## config.mk

```make
export PLATFORM = sky130hd
export DESIGN_NAME = mac_pdu_deframer_flat
export DESIGN_NICKNAME = d
export VERILOG_FILES = /design/src/rtl/core/mpd_pkg.sv /design/src/rtl/core/mpd_ifs.sv /design/src/rtl/core/mpd_in_stage.sv /design/src/rtl/core/mpd_parser.sv /design/src/rtl/core/mpd_out_stage.sv /design/src/rtl/core/mac_pdu_deframer.sv /design/src/flat_wrapper.sv
export SDC_FILE = /design/constraint.sdc
export NUM_CORES = 1
export LEC_CHECK = 0
export ABC_AREA = 0
export BUFFER_PORTS_ARGS = -buffer_cell sky130_fd_sc_hd__buf_2
export CORE_ASPECT_RATIO = 1.25
export CORE_MARGIN = 5
export CORE_UTILIZATION = 35
export DETAILED_ROUTE_END_ITERATION = 10
export MAX_ROUTING_LAYER = met4
export PLACE_DENSITY = 0.6
export SLEW_MARGIN = 20
export SYNTH_ARGS = -nofsm -noshare
export SYNTH_HDL_FRONTEND = slang
export SYNTH_HIERARCHICAL = 1
export SYNTH_SLANG_ARGS = --single-unit
```

## constraint.sdc

```tcl
create_clock -name clock -period 3.46 [get_ports clock]
set_input_delay 0.346 -clock clock [delete_from_list [all_inputs] [get_ports clock]]
set_output_delay 0.346 -clock clock [all_outputs]
set_load 0.01 [all_outputs]
```

## src/rtl/core/mpd_pkg.sv

```systemverilog
// Package for the MAC PDU deframer: constants, codes and shared types.
// No dependencies; used by every other file of the block but mpd_ifs.

package mpd_pkg;

   // Frame limits
   localparam int MAX_SDUS        = 8;
   localparam int MAX_FRAME_BYTES = 2048;
   // Frame byte counter saturates at MAX_FRAME_BYTES + 1
   localparam int FBC_W           = $clog2(MAX_FRAME_BYTES + 2);

   // Fixed header bytes
   localparam logic [7:0] HDR_MAGIC_B = 8'h42;
   localparam logic [7:0] HDR_MAGIC_M = 8'h4D;
   localparam logic [7:0] HDR_MAGIC_A = 8'h41;
   localparam logic [7:0] HDR_MAGIC_C = 8'h43;
   localparam logic [7:0] HDR_VERSION = 8'h01;

   // Header byte positions
   localparam logic [2:0] HPOS_MAGIC_B = 3'd0;
   localparam logic [2:0] HPOS_MAGIC_M = 3'd1;
   localparam logic [2:0] HPOS_MAGIC_A = 3'd2;
   localparam logic [2:0] HPOS_MAGIC_C = 3'd3;
   localparam logic [2:0] HPOS_VERSION = 3'd4;
   localparam logic [2:0] HPOS_COUNT   = 3'd5;
   localparam logic [2:0] HPOS_RSVD_0  = 3'd6;
   localparam logic [2:0] HPOS_RSVD_1  = 3'd7;

   // Subheader byte positions
   localparam logic [1:0] SPOS_CHANNEL = 2'd0;
   localparam logic [1:0] SPOS_ZERO    = 2'd1;
   localparam logic [1:0] SPOS_LEN_LO  = 2'd2;
   localparam logic [1:0] SPOS_LEN_HI  = 2'd3;

   // Configuration register indexes
   localparam int CSR_IDX_W = 2;
   localparam logic [CSR_IDX_W-1:0] CSR_CTRL_CHANNEL = 2'd0;
   localparam logic [CSR_IDX_W-1:0] CSR_DATA_CHANNEL = 2'd1;
   localparam logic [CSR_IDX_W-1:0] CSR_SDU_CAPACITY = 2'd2;

   // Configuration reset values
   localparam logic [7:0] CTRL_CHANNEL_RST = 8'd0;
   localparam logic [7:0] DATA_CHANNEL_RST = 8'd1;
   localparam logic [3:0] SDU_CAPACITY_RST = 4'd8;

   // Parse phase, one-hot
   typedef enum logic [4:0] {
      PH_HEADER  = 5'b00001,
      PH_SUBHDR  = 5'b00010,
      PH_PAYLOAD = 5'b00100,
      PH_DONE    = 5'b01000,
      PH_ERROR   = 5'b10000
   } phase_type;

   // Frame status codes
   typedef enum logic [2:0] {
      ST_OK         = 3'd0,
      ST_HEADER     = 3'd1,
      ST_COUNT      = 3'd2,
      ST_TRUNC_SUB  = 3'd3,
      ST_BAD_SUB    = 3'd4,
      ST_TRAILING   = 3'd5
   } status_type;

   // Configuration as seen by the parser
   typedef struct packed {
      logic [7:0] ctrl_channel;
      logic [7:0] data_channel;
      logic [3:0] sdu_capacity;
   } cfg_type;

   // One input beat
   typedef struct packed {
      logic [7:0] data_byte;
      logic       frame_end;
   } req_beat_type;

   // One result beat
   typedef struct packed {
      logic [7:0]  payload_byte;
      logic        payload_valid;
      logic [7:0]  channel_id;
      logic [2:0]  sdu_number;
      logic [15:0] byte_offset;
      logic        sdu_last_byte;
      logic        frame_done;
      logic [2:0]  status;
      logic [3:0]  sdu_count;
   } rsp_beat_type;

endpackage

```

## src/rtl/core/mpd_ifs.sv

```systemverilog
// Stream interfaces of the MAC PDU deframer: input byte channel and result channel.
// Both are valid/ready channels; no package dependency.

interface mpd_req_if;
   logic       valid;
   logic       ready;
   logic [7:0] data_byte;
   logic       frame_end;

   modport source (output valid, output data_byte, output frame_end, input ready);
   modport sink   (input valid, input data_byte, input frame_end, output ready);
endinterface

interface mpd_rsp_if;
   logic        valid;
   logic        ready;
   logic [7:0]  payload_byte;
   logic        payload_valid;
   logic [7:0]  channel_id;
   logic [2:0]  sdu_number;
   logic [15:0] byte_offset;
   logic        sdu_last_byte;
   logic        frame_done;
   logic [2:0]  status;
   logic [3:0]  sdu_count;

   modport source (
      output valid, output payload_byte, output payload_valid, output channel_id,
      output sdu_number, output byte_offset, output sdu_last_byte, output frame_done,
      output status, output sdu_count, input ready
   );
   modport sink (
      input valid, input payload_byte, input payload_valid, input channel_id,
      input sdu_number, input byte_offset, input sdu_last_byte, input frame_done,
      input status, input sdu_count, output ready
   );
endinterface

```

## src/rtl/core/mpd_in_stage.sv

```systemverilog
// Input register of the MAC PDU deframer: holds one accepted byte beat.
// Depends on mpd_pkg and mpd_req_if.

module mpd_in_stage (
   input  logic                  clock,
   input  logic                  reset,
   mpd_req_if.sink               req_ch,
   input  logic                  advance,
   output logic                  beat_valid,
   output mpd_pkg::req_beat_type beat
);

   logic                  vld_ff;
   logic                  vld_in;
   mpd_pkg::req_beat_type beat_ff;
   logic                  take;

   // Room when empty or when the held beat moves on this cycle
   assign req_ch.ready = !vld_ff || advance;
   assign take         = req_ch.valid && req_ch.ready;

   always_comb begin
      vld_in = vld_ff;
      if (take) begin
         vld_in = 1'b1;
      end else if (advance) begin
         vld_in = 1'b0;
      end
   end

   always_ff @(posedge clock) begin
      if (reset) begin
         vld_ff <= 1'b0;
      end else begin
         vld_ff <= vld_in;
      end
   end

   // Payload, no reset
   always_ff @(posedge clock) begin
      if (take) begin
         beat_ff.data_byte <= req_ch.data_byte;
         beat_ff.frame_end <= req_ch.frame_end;
      end
   end

   assign beat_valid = vld_ff;
   assign beat       = beat_ff;

endmodule

```

## src/rtl/core/mpd_parser.sv

```systemverilog
// Frame parser of the MAC PDU deframer: parse state and the per-byte update.
// Depends on mpd_pkg.

module mpd_parser (
   input  logic                  clock,
   input  logic                  reset,
   input  mpd_pkg::cfg_type      cfg,
   input  mpd_pkg::req_beat_type beat,
   input  logic                  advance,
   output logic                  emit,
   output mpd_pkg::rsp_beat_type result
);

   localparam int FBC_W = mpd_pkg::FBC_W;

   mpd_pkg::phase_type  phase_ff, phase_in;
   logic [FBC_W-1:0]    fbc_ff, fbc_in;
   logic [7:0]          decl_ff, decl_in;
   logic [3:0]          sdu_ff, sdu_in;
   logic [1:0]          idx_ff, idx_in;
   logic [7:0]          chan_ff, chan_in;
   logic [7:0]          lenlo_ff, lenlo_in;
   logic [15:0]         rem_ff, rem_in;
   logic [15:0]         off_ff, off_in;
   logic                shbad_ff, shbad_in;
   mpd_pkg::status_type ferr_ff, ferr_in;

   logic [7:0]          b;
   logic                hdr_bad;
   logic [15:0]         sub_len;
   logic [3:0]          sdu_nx;
   mpd_pkg::status_type st;

   assign b       = beat.data_byte;
   assign sub_len = {b, lenlo_ff};
   assign sdu_nx  = sdu_ff + 4'd1;

   // A result leaves on every payload byte and on every frame end
   assign emit = (phase_ff == mpd_pkg::PH_PAYLOAD) || beat.frame_end;

   // Next state and result for the byte in the input register
   always_comb begin
      phase_in = phase_ff;
      fbc_in   = fbc_ff;
      decl_in  = decl_ff;
      sdu_in   = sdu_ff;
      idx_in   = idx_ff;
      chan_in  = chan_ff;
      lenlo_in = lenlo_ff;
      rem_in   = rem_ff;
      off_in   = off_ff;
      shbad_in = shbad_ff;
      ferr_in  = ferr_ff;
      hdr_bad  = 1'b0;
      st       = mpd_pkg::ST_OK;
      result   = '0;

      // Saturating frame length count
      if (fbc_ff <= FBC_W'(mpd_pkg::MAX_FRAME_BYTES)) begin
         fbc_in = fbc_ff + FBC_W'(1);
      end

      unique case (phase_ff)
         mpd_pkg::PH_HEADER: begin
            // Header phase never passes position 7
            unique case (fbc_ff[2:0])
               mpd_pkg::HPOS_MAGIC_B: hdr_bad = (b != mpd_pkg::HDR_MAGIC_B);
               mpd_pkg::HPOS_MAGIC_M: hdr_bad = (b != mpd_pkg::HDR_MAGIC_M);
               mpd_pkg::HPOS_MAGIC_A: hdr_bad = (b != mpd_pkg::HDR_MAGIC_A);
               mpd_pkg::HPOS_MAGIC_C: hdr_bad = (b != mpd_pkg::HDR_MAGIC_C);
               mpd_pkg::HPOS_VERSION: hdr_bad = (b != mpd_pkg::HDR_VERSION);
               mpd_pkg::HPOS_COUNT: begin
                  decl_in = b;
                  if ((b == 8'd0) || (b > 8'(mpd_pkg::MAX_SDUS)) ||
                      (b > {4'd0, cfg.sdu_capacity})) begin
                     if (ferr_ff == mpd_pkg::ST_OK) begin
                        ferr_in = mpd_pkg::ST_COUNT;
                     end
                  end
               end
               mpd_pkg::HPOS_RSVD_0,
               mpd_pkg::HPOS_RSVD_1: hdr_bad = (b != 8'd0);
               default: hdr_bad = 1'b0;
            endcase
            if (hdr_bad) begin
               ferr_in = mpd_pkg::ST_HEADER;
            end
            if (fbc_ff[2:0] == mpd_pkg::HPOS_RSVD_1) begin
               phase_in = (ferr_in == mpd_pkg::ST_OK) ? mpd_pkg::PH_SUBHDR
                                                       : mpd_pkg::PH_ERROR;
            end
         end

         mpd_pkg::PH_SUBHDR: begin
            unique case (idx_ff)
               mpd_pkg::SPOS_CHANNEL: begin
                  chan_in  = b;
                  shbad_in = (b != cfg.ctrl_channel) && (b != cfg.data_channel);
               end
               mpd_pkg::SPOS_ZERO: begin
                  if (b != 8'd0) begin
                     shbad_in = 1'b1;
                  end
               end
               mpd_pkg::SPOS_LEN_LO: lenlo_in = b;
               mpd_pkg::SPOS_LEN_HI: begin
                  // Subheader judged only once complete
                  if ((sub_len == 16'd0) || shbad_ff) begin
                     shbad_in = 1'b1;
                     if (ferr_ff == mpd_pkg::ST_OK) begin
                        ferr_in = mpd_pkg::ST_BAD_SUB;
                     end
                     phase_in = mpd_pkg::PH_ERROR;
                  end else begin
                     rem_in   = sub_len;
                     off_in   = 16'd0;
                     phase_in = mpd_pkg::PH_PAYLOAD;
                  end
               end
               default: lenlo_in = lenlo_ff;
            endcase
            idx_in = idx_ff + 2'd1;
         end

         mpd_pkg::PH_PAYLOAD: begin
            result.payload_byte  = b;
            result.payload_valid = 1'b1;
            result.channel_id    = chan_ff;
            result.sdu_number    = sdu_ff[2:0];
            result.byte_offset   = off_ff;
            result.sdu_last_byte = (rem_ff == 16'd1);
            rem_in = rem_ff - 16'd1;
            off_in = off_ff + 16'd1;
            // Last payload byte of this SDU
            if (rem_ff == 16'd1) begin
               sdu_in   = sdu_nx;
               idx_in   = 2'd0;
               shbad_in = 1'b0;
               phase_in = ({4'd0, sdu_nx} >= decl_ff) ? mpd_pkg::PH_DONE
                                                       : mpd_pkg::PH_SUBHDR;
            end
         end

         mpd_pkg::PH_DONE: begin
            // Any byte after the last SDU
            if (ferr_ff == mpd_pkg::ST_OK) begin
               ferr_in = mpd_pkg::ST_TRAILING;
            end
            phase_in = mpd_pkg::PH_ERROR;
         end

         mpd_pkg::PH_ERROR: begin
            phase_in = mpd_pkg::PH_ERROR;
         end

         default: begin
            phase_in = mpd_pkg::PH_ERROR;
         end
      endcase

      // Frame close: status, then clear for the next frame
      if (beat.frame_end) begin
         if ((fbc_in > FBC_W'(mpd_pkg::MAX_FRAME_BYTES)) ||
             (phase_in == mpd_pkg::PH_HEADER) || (ferr_in == mpd_pkg::ST_HEADER)) begin
            st = mpd_pkg::ST_HEADER;
         end else if (ferr_in != mpd_pkg::ST_OK) begin
            st = ferr_in;
         end else if (phase_in == mpd_pkg::PH_SUBHDR) begin
            st = mpd_pkg::ST_TRUNC_SUB;
         end else if (phase_in == mpd_pkg::PH_PAYLOAD) begin
            st = mpd_pkg::ST_BAD_SUB;
         end else begin
            st = mpd_pkg::ST_OK;
         end
         result.frame_done = 1'b1;
         result.status     = st;
         result.sdu_count  = (st == mpd_pkg::ST_OK) ? decl_in[3:0] : 4'd0;

         phase_in = mpd_pkg::PH_HEADER;
         fbc_in   = '0;
         decl_in  = 8'd0;
         sdu_in   = 4'd0;
         idx_in   = 2'd0;
         chan_in  = 8'd0;
         lenlo_in = 8'd0;
         rem_in   = 16'd0;
         off_in   = 16'd0;
         shbad_in = 1'b0;
         ferr_in  = mpd_pkg::ST_OK;
      end
   end

   // Parse state
   always_ff @(posedge clock) begin
      if (reset) begin
         phase_ff <= mpd_pkg::PH_HEADER;
         fbc_ff   <= '0;
         decl_ff  <= 8'd0;
         sdu_ff   <= 4'd0;
         idx_ff   <= 2'd0;
         chan_ff  <= 8'd0;
         lenlo_ff <= 8'd0;
         rem_ff   <= 16'd0;
         off_ff   <= 16'd0;
         shbad_ff <= 1'b0;
         ferr_ff  <= mpd_pkg::ST_OK;
      end else if (advance) begin
         phase_ff <= phase_in;
         fbc_ff   <= fbc_in;
         decl_ff  <= decl_in;
         sdu_ff   <= sdu_in;
         idx_ff   <= idx_in;
         chan_ff  <= chan_in;
         lenlo_ff <= lenlo_in;
         rem_ff   <= rem_in;
         off_ff   <= off_in;
         shbad_ff <= shbad_in;
         ferr_ff  <= ferr_in;
      end
   end

endmodule

```

## src/rtl/core/mpd_out_stage.sv

```systemverilog
// Result register of the MAC PDU deframer: holds one result beat for the sink.
// Depends on mpd_pkg and mpd_rsp_if.

module mpd_out_stage (
   input  logic                  clock,
   input  logic                  reset,
   input  logic                  load,
   input  mpd_pkg::rsp_beat_type result,
   output logic                  room,
   mpd_rsp_if.source             rsp_ch
);

   logic                  vld_ff;
   logic                  vld_in;
   mpd_pkg::rsp_beat_type out_ff;

   // Free when empty or when the sink takes the held beat this cycle
   assign room = !vld_ff || rsp_ch.ready;

   always_comb begin
      vld_in = vld_ff;
      if (load) begin
         vld_in = 1'b1;
      end else if (rsp_ch.ready) begin
         vld_in = 1'b0;
      end
   end

   always_ff @(posedge clock) begin
      if (reset) begin
         vld_ff <= 1'b0;
      end else begin
         vld_ff <= vld_in;
      end
   end

   // Payload, no reset
   always_ff @(posedge clock) begin
      if (load) begin
         out_ff <= result;
      end
   end

   assign rsp_ch.valid         = vld_ff;
   assign rsp_ch.payload_byte  = out_ff.payload_byte;
   assign rsp_ch.payload_valid = out_ff.payload_valid;
   assign rsp_ch.channel_id    = out_ff.channel_id;
   assign rsp_ch.sdu_number    = out_ff.sdu_number;
   assign rsp_ch.byte_offset   = out_ff.byte_offset;
   assign rsp_ch.sdu_last_byte = out_ff.sdu_last_byte;
   assign rsp_ch.frame_done    = out_ff.frame_done;
   assign rsp_ch.status        = out_ff.status;
   assign rsp_ch.sdu_count     = out_ff.sdu_count;

endmodule

```

## src/rtl/core/mac_pdu_deframer.sv

```systemverilog
// Top level of the MAC PDU deframer: configuration registers and the pipeline.
// Depends on mpd_pkg, mpd_ifs, mpd_in_stage, mpd_parser and mpd_out_stage.

// The deframer takes one transport-block byte per beat on req_ch and sustains
// one byte per clock while the sink keeps up. Each accepted byte is parsed
// straight out of the input register and its result is registered in the
// result register, which drives rsp_ch. A result beat is given for every
// payload byte and for the byte that carries frame_end (which also carries the
// frame status); header and subheader bytes give none. A stalled sink only
// holds up the pipeline when the parsed byte produces a result and the result
// register is still full. Status 1 (header or length) overrides all other
// errors; otherwise the first error is reported, and payload beats already
// delivered for a failed frame must be dropped by the consumer. The user must
// write csr_ registers only while the block is idle; this is not enforced.

module mac_pdu_deframer (
   input  logic                            clock,
   input  logic                            reset,
   mpd_req_if.sink                         req_ch,
   mpd_rsp_if.source                       rsp_ch,
   input  logic                            csr_we,
   input  logic [mpd_pkg::CSR_IDX_W-1:0]   csr_index,
   input  logic [7:0]                      csr_wdata
);

   mpd_pkg::cfg_type      cfg_ff;
   mpd_pkg::req_beat_type beat;
   mpd_pkg::rsp_beat_type result;
   logic                  beat_valid;
   logic                  emit;
   logic                  room;
   logic                  advance;
   logic                  load;

   // Configuration registers
   always_ff @(posedge clock) begin
      if (reset) begin
         cfg_ff.ctrl_channel <= mpd_pkg::CTRL_CHANNEL_RST;
         cfg_ff.data_channel <= mpd_pkg::DATA_CHANNEL_RST;
         cfg_ff.sdu_capacity <= mpd_pkg::SDU_CAPACITY_RST;
      end else if (csr_we) begin
         unique case (csr_index)
            mpd_pkg::CSR_CTRL_CHANNEL: cfg_ff.ctrl_channel <= csr_wdata;
            mpd_pkg::CSR_DATA_CHANNEL: cfg_ff.data_channel <= csr_wdata;
            mpd_pkg::CSR_SDU_CAPACITY: cfg_ff.sdu_capacity <= csr_wdata[3:0];
            default:                   cfg_ff <= cfg_ff;
         endcase
      end
   end

   // Byte moves on unless it makes a result and the result register is busy
   assign advance = beat_valid && (!emit || room);
   assign load    = advance && emit;

   mpd_in_stage u_in_stage (
      .clock      (clock),
      .reset      (reset),
      .req_ch     (req_ch),
      .advance    (advance),
      .beat_valid (beat_valid),
      .beat       (beat)
   );

   mpd_parser u_parser (
      .clock   (clock),
      .reset   (reset),
      .cfg     (cfg_ff),
      .beat    (beat),
      .advance (advance),
      .emit    (emit),
      .result  (result)
   );

   mpd_out_stage u_out_stage (
      .clock  (clock),
      .reset  (reset),
      .load   (load),
      .result (result),
      .room   (room),
      .rsp_ch (rsp_ch)
   );

endmodule
```

## src/flat_wrapper.sv

```systemverilog
// flat-port wrapper written by rule: the top's interface ports become plain ports
module mac_pdu_deframer_flat 
  (clock, reset, csr_we, csr_index, csr_wdata, req_ch_valid, req_ch_data_byte, req_ch_frame_end, req_ch_ready, rsp_ch_valid, rsp_ch_payload_byte, rsp_ch_payload_valid, rsp_ch_channel_id, rsp_ch_sdu_number, rsp_ch_byte_offset, rsp_ch_sdu_last_byte, rsp_ch_frame_done, rsp_ch_status, rsp_ch_sdu_count, rsp_ch_ready);
  mpd_req_if req_ch_i ();
  mpd_rsp_if rsp_ch_i ();
  input  logic clock;
  input  logic reset;
  input  logic csr_we;
  input  logic [mpd_pkg::CSR_IDX_W-1:0] csr_index;
  input  logic [7:0] csr_wdata;
  input wire logic [$bits(req_ch_i.valid)-1:0] req_ch_valid;
  input wire logic [$bits(req_ch_i.data_byte)-1:0] req_ch_data_byte;
  input wire logic [$bits(req_ch_i.frame_end)-1:0] req_ch_frame_end;
  output wire logic [$bits(req_ch_i.ready)-1:0] req_ch_ready;
  output wire logic [$bits(rsp_ch_i.valid)-1:0] rsp_ch_valid;
  output wire logic [$bits(rsp_ch_i.payload_byte)-1:0] rsp_ch_payload_byte;
  output wire logic [$bits(rsp_ch_i.payload_valid)-1:0] rsp_ch_payload_valid;
  output wire logic [$bits(rsp_ch_i.channel_id)-1:0] rsp_ch_channel_id;
  output wire logic [$bits(rsp_ch_i.sdu_number)-1:0] rsp_ch_sdu_number;
  output wire logic [$bits(rsp_ch_i.byte_offset)-1:0] rsp_ch_byte_offset;
  output wire logic [$bits(rsp_ch_i.sdu_last_byte)-1:0] rsp_ch_sdu_last_byte;
  output wire logic [$bits(rsp_ch_i.frame_done)-1:0] rsp_ch_frame_done;
  output wire logic [$bits(rsp_ch_i.status)-1:0] rsp_ch_status;
  output wire logic [$bits(rsp_ch_i.sdu_count)-1:0] rsp_ch_sdu_count;
  input wire logic [$bits(rsp_ch_i.ready)-1:0] rsp_ch_ready;
  assign req_ch_i.valid = req_ch_valid;
  assign req_ch_i.data_byte = req_ch_data_byte;
  assign req_ch_i.frame_end = req_ch_frame_end;
  assign req_ch_ready = req_ch_i.ready;
  assign rsp_ch_valid = rsp_ch_i.valid;
  assign rsp_ch_payload_byte = rsp_ch_i.payload_byte;
  assign rsp_ch_payload_valid = rsp_ch_i.payload_valid;
  assign rsp_ch_channel_id = rsp_ch_i.channel_id;
  assign rsp_ch_sdu_number = rsp_ch_i.sdu_number;
  assign rsp_ch_byte_offset = rsp_ch_i.byte_offset;
  assign rsp_ch_sdu_last_byte = rsp_ch_i.sdu_last_byte;
  assign rsp_ch_frame_done = rsp_ch_i.frame_done;
  assign rsp_ch_status = rsp_ch_i.status;
  assign rsp_ch_sdu_count = rsp_ch_i.sdu_count;
  assign rsp_ch_i.ready = rsp_ch_ready;
  mac_pdu_deframer u_core (.clock(clock), .reset(reset), .req_ch(req_ch_i), .rsp_ch(rsp_ch_i), .csr_we(csr_we), .csr_index(csr_index), .csr_wdata(csr_wdata));
endmodule
```

Word-level counts from Yosys, hierarchy flattened. Cells that the tools add are included. Widths: inputs -> output; s select.

Input bits: 24. Logic and storage cells: 184. Output and inout bits: 47. Flip-flop bits (word level): 159.

Add/subtract/negate cells: 5. Reductions and logical operators: 48. Magnitude comparators: 5. Mux-type cells: 64. Equality and inequality tests: 34.

Operators with widths (count): $mux 16 (6); $mux 8 (10); $pmux 16 s2 (2); $mux 3 (15); $ne 8x7->1 const B (4); $mux 5 (6); $mux 29 (1); $mux 12 (2); $mux 4 (5); $reduce_bool 2->1 (9); $add 16x1->16 const B (1); $eq 16x1->1 const B (1); $logic_not 16->1 (1); $ne 8x8->1 (2); $sub 16x1->16 const B (1); $pmux 5 s3 (1); $reduce_and 3->1 (5); $add 12x1->12 const B (1); $eq 3x3->1 const B (4); $gt 12x12->1 const B (1); $le 12x12->1 const B (1); $logic_not 3->1 (4); $eq 5x1->1 const B (2); $eq 5x2->1 const B (2); 34 further kinds (69).

Depth between registers and ports, before layout.
Depth in word-level cells: 20. Depth in mapped cells: 13. Depth with buffers taken out: 12.

Hierarchy. The synthesis kept the hierarchy.

By module, submodules not included: mpd_parser (area an instance 5383.9 sq um, cells an instance 690, instances 1, sequential area each 1661.6 sq um); mpd_out_stage (area an instance 1397.6 sq um, cells an instance 49, instances 1, sequential area each 1371.3 sq um); mac_pdu_deframer (area an instance 869.6 sq um, cells an instance 84, instances 1, sequential area each 400.4 sq um); mpd_in_stage (area an instance 325.3 sq um, cells an instance 14, instances 1, sequential area each 290.3 sq um).

Least setup slack after synthesis. No wires, ideal clock.

Path kind: reg2reg. Start point: reg u_core.u_parser.phase_ff[0]. End point: reg u_core.u_parser.chan_ff[7]. Data arrival time: 2.624 ns. Setup slack: 0.708 ns. Period minus slack after synthesis: 2.752 ns. Buffers on the path: 2. Setup time: 0.128 ns. Stages on the path, launching flop included: 13. Required time: 3.332 ns. Path through: dfxtp_1 -> nor3_1 -> nand3b_1 -> clkinv_1 -> nor2_1 -> inv_1 -> a21boi_0 -> buf_2 -> inv_1 -> clkbuf_1 -> nor2_2 -> mux2i_1 -> nor2_1.

Cells in the longest elaborated chain, start to end: 6. Elaborated cells on any way between the ends: 8. Those cells by class: eq/ne (2); reduce/logical (6).

RTL lines: start, declared (RTL line mpd_parser.sv:16) `mpd_pkg::phase_type phase_ff, phase_in;`; start signal, assigned (RTL line mpd_parser.sv:196) `phase_ff <= mpd_pkg::PH_HEADER;`; start signal, assigned (RTL line mpd_parser.sv:208) `phase_ff <= phase_in;`; $eq 5x3->1 (RTL line mpd_parser.sv:39) `assign emit = (phase_ff == mpd_pkg::PH_PAYLOAD) || beat.frame_end;`; $logic_or 1x1->1 (RTL line mpd_parser.sv:39); named net u_core.emit (RTL line mac_pdu_deframer.sv:30) `logic emit;`; $logic_not 1->1 (RTL line mac_pdu_deframer.sv:52) `assign advance = beat_valid && (!emit || room);`; $logic_or 1x1->1 (RTL line mac_pdu_deframer.sv:52); $logic_and 1x1->1 (RTL line mac_pdu_deframer.sv:52); named net u_core.advance (RTL line mac_pdu_deframer.sv:32) `logic advance;`; $reduce_and 3->1 (no source line); end signal, assigned (RTL line mpd_parser.sv:213) `chan_ff <= chan_in;`; end, declared (RTL line mpd_parser.sv:21) `logic [7:0] chan_ff, chan_in;`.

The timed path passes the listed nets, and every way through them passes these cells. A chain may end at the register's enable or synchronous reset.

Worst setup path after layout.
Start point: reg u_core.u_in_stage.beat_ff, in the netlist u_core/u_in_stage/beat[1]. End point: reg u_core.u_out_stage.out_ff, in the netlist u_core/u_out_stage/rsp_ch.sdu_count[2], data pin.

Cells in the longest elaborated chain, start to end: 19. Elaborated cells on any way between the ends: 42. Those cells by class: order compare (2); eq/ne (9); mux (19); reduce/logical (12).

RTL lines: start, declared (RTL line mpd_in_stage.sv:15) `mpd_pkg::req_beat_type beat_ff;`; $gt 8x4->1 / $logic_not 8->1 (equally long branches) (RTL line mpd_parser.sv:74) `if ((b == 8'd0) || (b > 8'(mpd_pkg::MAX_SDUS)) ||`; $logic_or 1x1->1 (2 in a row) (RTL line mpd_parser.sv:74); $mux 3 (RTL line mpd_parser.sv:74); $mux 3 (RTL line mpd_parser.sv:66) `unique case (fbc_ff[2:0])`; $mux 3 (RTL line mpd_parser.sv:85) `if (hdr_bad) begin`; $mux 3 (RTL line mpd_parser.sv:63) `unique case (phase_ff)`; $logic_not 3->1 (RTL line mpd_parser.sv:89) `phase_in = (ferr_in == mpd_pkg::ST_OK) ? mpd_pkg::PH_SUBHDR`; $mux 5 (RTL line mpd_parser.sv:89); [... 2 more ...]; $eq 5x3->1 (RTL line mpd_parser.sv:170) `end else if (phase_in == mpd_pkg::PH_PAYLOAD) begin`; $mux 3 (RTL line mpd_parser.sv:170); $mux 3 (RTL line mpd_parser.sv:168) `end else if (phase_in == mpd_pkg::PH_SUBHDR) begin`; $mux 3 (RTL line mpd_parser.sv:166) `end else if (ferr_in != mpd_pkg::ST_OK) begin`; $mux 3 (*) (RTL line mpd_parser.sv:163) `if ((fbc_in > FBC_W'(mpd_pkg::MAX_FRAME_BYTES)) ||`; $mux 3 (*) (RTL line mpd_parser.sv:162) `if (beat.frame_end) begin`; $logic_not 3->1 (*) (RTL line mpd_parser.sv:177) `result.sdu_count = (st == mpd_pkg::ST_OK) ? decl_in[3:0] : 4'd0;`; $reduce_and 2->1 (no source line) (*); end signal, assigned (RTL line mpd_out_stage.sv:40) `out_ff <= result;`; end, declared (RTL line mpd_out_stage.sv:15) `mpd_pkg::rsp_beat_type out_ff;`.

Mark *: on every way between the ends. The rest lies on a longest branch, timed or not. The select of a mux whose other input is x is not followed.

==> impl_metrics.yaml <==
run_status:
  status: "completed"
timing:
  worstMarginPinSlew_ns: 1.04
  hold_violations: 0
  rsz0062_at_grt: "no"
  finalMaxSlewViolations: 0
  period_needed_ns: 3.13
  fmax_mhz: 320
  max_slew_margin_pct: 30.2
  fin_tns_setup_ns: 0
  finalSetupViolations: 0
  timing.final.crit_share_pct: 90.3
  fin_skew_ns: 0.00693
global_routing:
  antenna_found_initial: 0
  grt_overflow: 0
  grt_max_degree: 99
  grt_pass1_vias: 6105
  grt_pass1_wl_mm: 31.8
  grtUsageTotal_pct: 15.5
finish:
  final_common_cell: "dfxtp_1"
  antenna_cells: 0
  nets: 940
  fin_area_um2: 9180
  drive_above_1_share_pct: 15.7
  post-route-util_pct: 41.1
  area_delta_synth_final_pct: 15.1
  mostFrequentLayoutCells: "dfxtp_1, nor2_1, buf_2"
  fin_cells: 1190
synth:
  synth_area_um2: 7980
  synthTopCellsByArea: "dfxtp_1, edfxtp_1, mux2i_1"
  synth_area_per_cell_um2: 9.53
  synth_fa_ha_area_share_pct: 3.45
  synth_top_family_by_area: "simple AND/OR/NAND/NOR gates"
  postSynthCellCount: 837
  ys_seq_area_share_pct: 46.7
  async_flop_share_pct: 0
  yosys.area.top_type: "dfxtp_1"
  ys_warn_count: 6
  yosysUniqueCellTypes: 77
  synth-main-ff-cell: "dfxtp_1"
  ys_seq_elements: 159
  synth_compound_area_share_pct: 12.5
  synth-edff-count: 54
  syn-num-nets: 883
  yosysTopAreaCellShare_pct: 26.4
  synthMuxAreaShare_pct: 5.54
  synth-xor-area-share_pct: 4.17
  synthSimpleGateAreaFrac_pct: 23.9
setup_path:
  arrival_ns: 3.36
  path_class: "register to register"
  endpoint: "u_core/u_out_stage/rsp_ch.sdu_count[2]"
  rrSetupSlack_ns: 0.33
  crit_path_end_kind: "register"
  worst_r2r_startpoint: "u_core/u_in_stage/beat[1]"
  cp-startpoint: "u_core/u_in_stage/beat[1]"
  reg2reg_to: "u_core/u_out_stage/rsp_ch.sdu_count[2]"
  start_kind: "register"
  cp_max_fo: 10
  required_ns: 3.70
  r2r_cells: 9
pwr:
  p_leak_nw: 3.32
  p_total_mw: 4.15
  power.density_nw_per_um2: 452
  peakVddDrop_v: 0.000338
floorplanning:
  ios: 71
  die_y_um: 179
  rows: 61
  initial_core_util_pct: 35.7
  core_um2: 22400
  die_area_um2: 25900
  die_w_um: 145
placement:
  dpl_cell_area_um2: 8610
  gp_congestion: 0.837
  dp.cells: 1158
  portBuffers: 70
  dp_hpwl_mm: 13.5
routing:
  num_vias: 6300
  avgViaCountPerCell: 5.29
  top_layer_used: "met4"
  routed-wl-met2_mm: 9.74
  met3_length_um: 748
  first_pass_iters: 5
  drc_errors: 0
  wirelength_mm: 19.7
  drt_iter0_markers: 425
  m1WireLength_mm: 8.83
  post_drt_wl_per_cell_um: 16.5
  drtAntennaViolNets: 0
cts:
  numCtsBuffers: 17
  cts_setup_buffers: 0
  clock_path_buffers: 2
  clkLatencyLatePin_ns: 0.42
  cts_hold_buf: 0
  path_clk_slew_ns: 0.06
  cts_resized: 0
  htreeDepth: 4
  cts_tree: "yes"
  cts-root-buf: "clkbuf_16"
  cts.sink_count: 159
run:
  cap_violations: 0
hold_path:
  hp-class: "input pin to register"
  hold_path_startpoint: "req_ch_data_byte[3]"
## worst min path at each step
stage	end	slack, ns	cells past startpoint
2_1_floorplan	u_core/u_in_stage/beat_valid	0.41	1
3_3_place_gp	u_core/u_parser/rem_ff[7]	0.46	2
3_5_place_dp	u_core/cfg_ff[2]	0.47	2
4_1_cts	u_core/u_in_stage/beat[4]	0.07	1
5_1_grt	u_core/u_in_stage/beat[4]	0.07	1
6_report	u_core/u_in_stage/beat[4]	0.09	1
## state kept, by name, summed over array words and instances (netlist names), 8 cells and up
signal,cells
u_core/u_out_stage/rsp_ch.byte_offset,16
u_core/u_in_stage/beat,9
u_core/cfg_ff,20
u_core/u_out_stage/rsp_ch.payload_byte,8
u_core/u_parser/chan_ff,8
u_core/u_parser/lenlo_ff,8
u_core/u_parser/fbc_ff,12
u_core/u_parser/rem_ff,16
u_core/u_parser/decl_ff,8
u_core/u_out_stage/rsp_ch.channel_id,8
u_core/u_parser/off_ff,16
## per-stage QoR
step | hold slack (ns) | worst slack (ns)
after floorplan | 0.408 | 0.708
after global placement | 0.464 | 0.484
after detailed placement | 0.467 | 0.399
after CTS | 0.0745 | 0.374
after global routing | 0.0724 | 0.208
final | 0.0928 | 0.335
## cell families after synthesis
kind of cell / count (synthesis)
and+or+nand+nor: 346
muxes: 44
xor gates and xnor gates: 38
buffers and inverters: 77
AOI/OAI and AO/OA: 151
adders and majority gates: 22
DFF: 159
## metal layers
| layer | vias up | GRT usage (%) |
|---|---|---|
| met5 | - | - |
| met2 | 144 | 26.4 |
| met4 | 0 | 4.95 |
| met1 | 3012 | 18.7 |
| met3 | 25 | 2.73 |
| li1 | 3119 | - |
## cell type report
class,instances,area (µm²)
Tap cell,283,354
Timing Repair Buffer,87,478
Clock inverter,14,143
Fill cell,2246,13200
Multi-Input combinational cell,601,3950
Sequential cell,159,3720
Inverter,28,105
Clock buffer,18,429
## power breakdown
group | internal (mW) | switching, mW | total (mW)
Combinational | 0.120 | 0.195 | 0.314
Clock | 1.06 | 0.754 | 1.81
Sequential | 1.98 | 0.0398 | 2.02
Total | 3.16 | 0.988 | 4.15
## synthesized netlist by cell type, types with 18 or more instances
cell type	instances
a21oi_1	40
and2_1	37
nand2_1	46
nand3_1	20
edfxtp_1	54
nand4_1	18
a22oi_1	22
nand2b_1	29
ha_1	22
nor2_1	95
xnor2_1	21
dfxtp_1	105
clkbuf_1	37
mux2i_1	43
o21ai_0	29
inv_1	27
## critical path, stage by stage (launching register included)
cell and delay (ns):
edfxtp_1 0.61, inv_1 0.30, ha_1 0.20, and3b_1 0.18, a2111oi_0 0.45, o211a_1 0.31
nor4_1 0.07, a41oi_1 0.30, o211ai_1 0.20, nor4_1 0.30
Note: power is estimated with default switching activity, not from simulation.
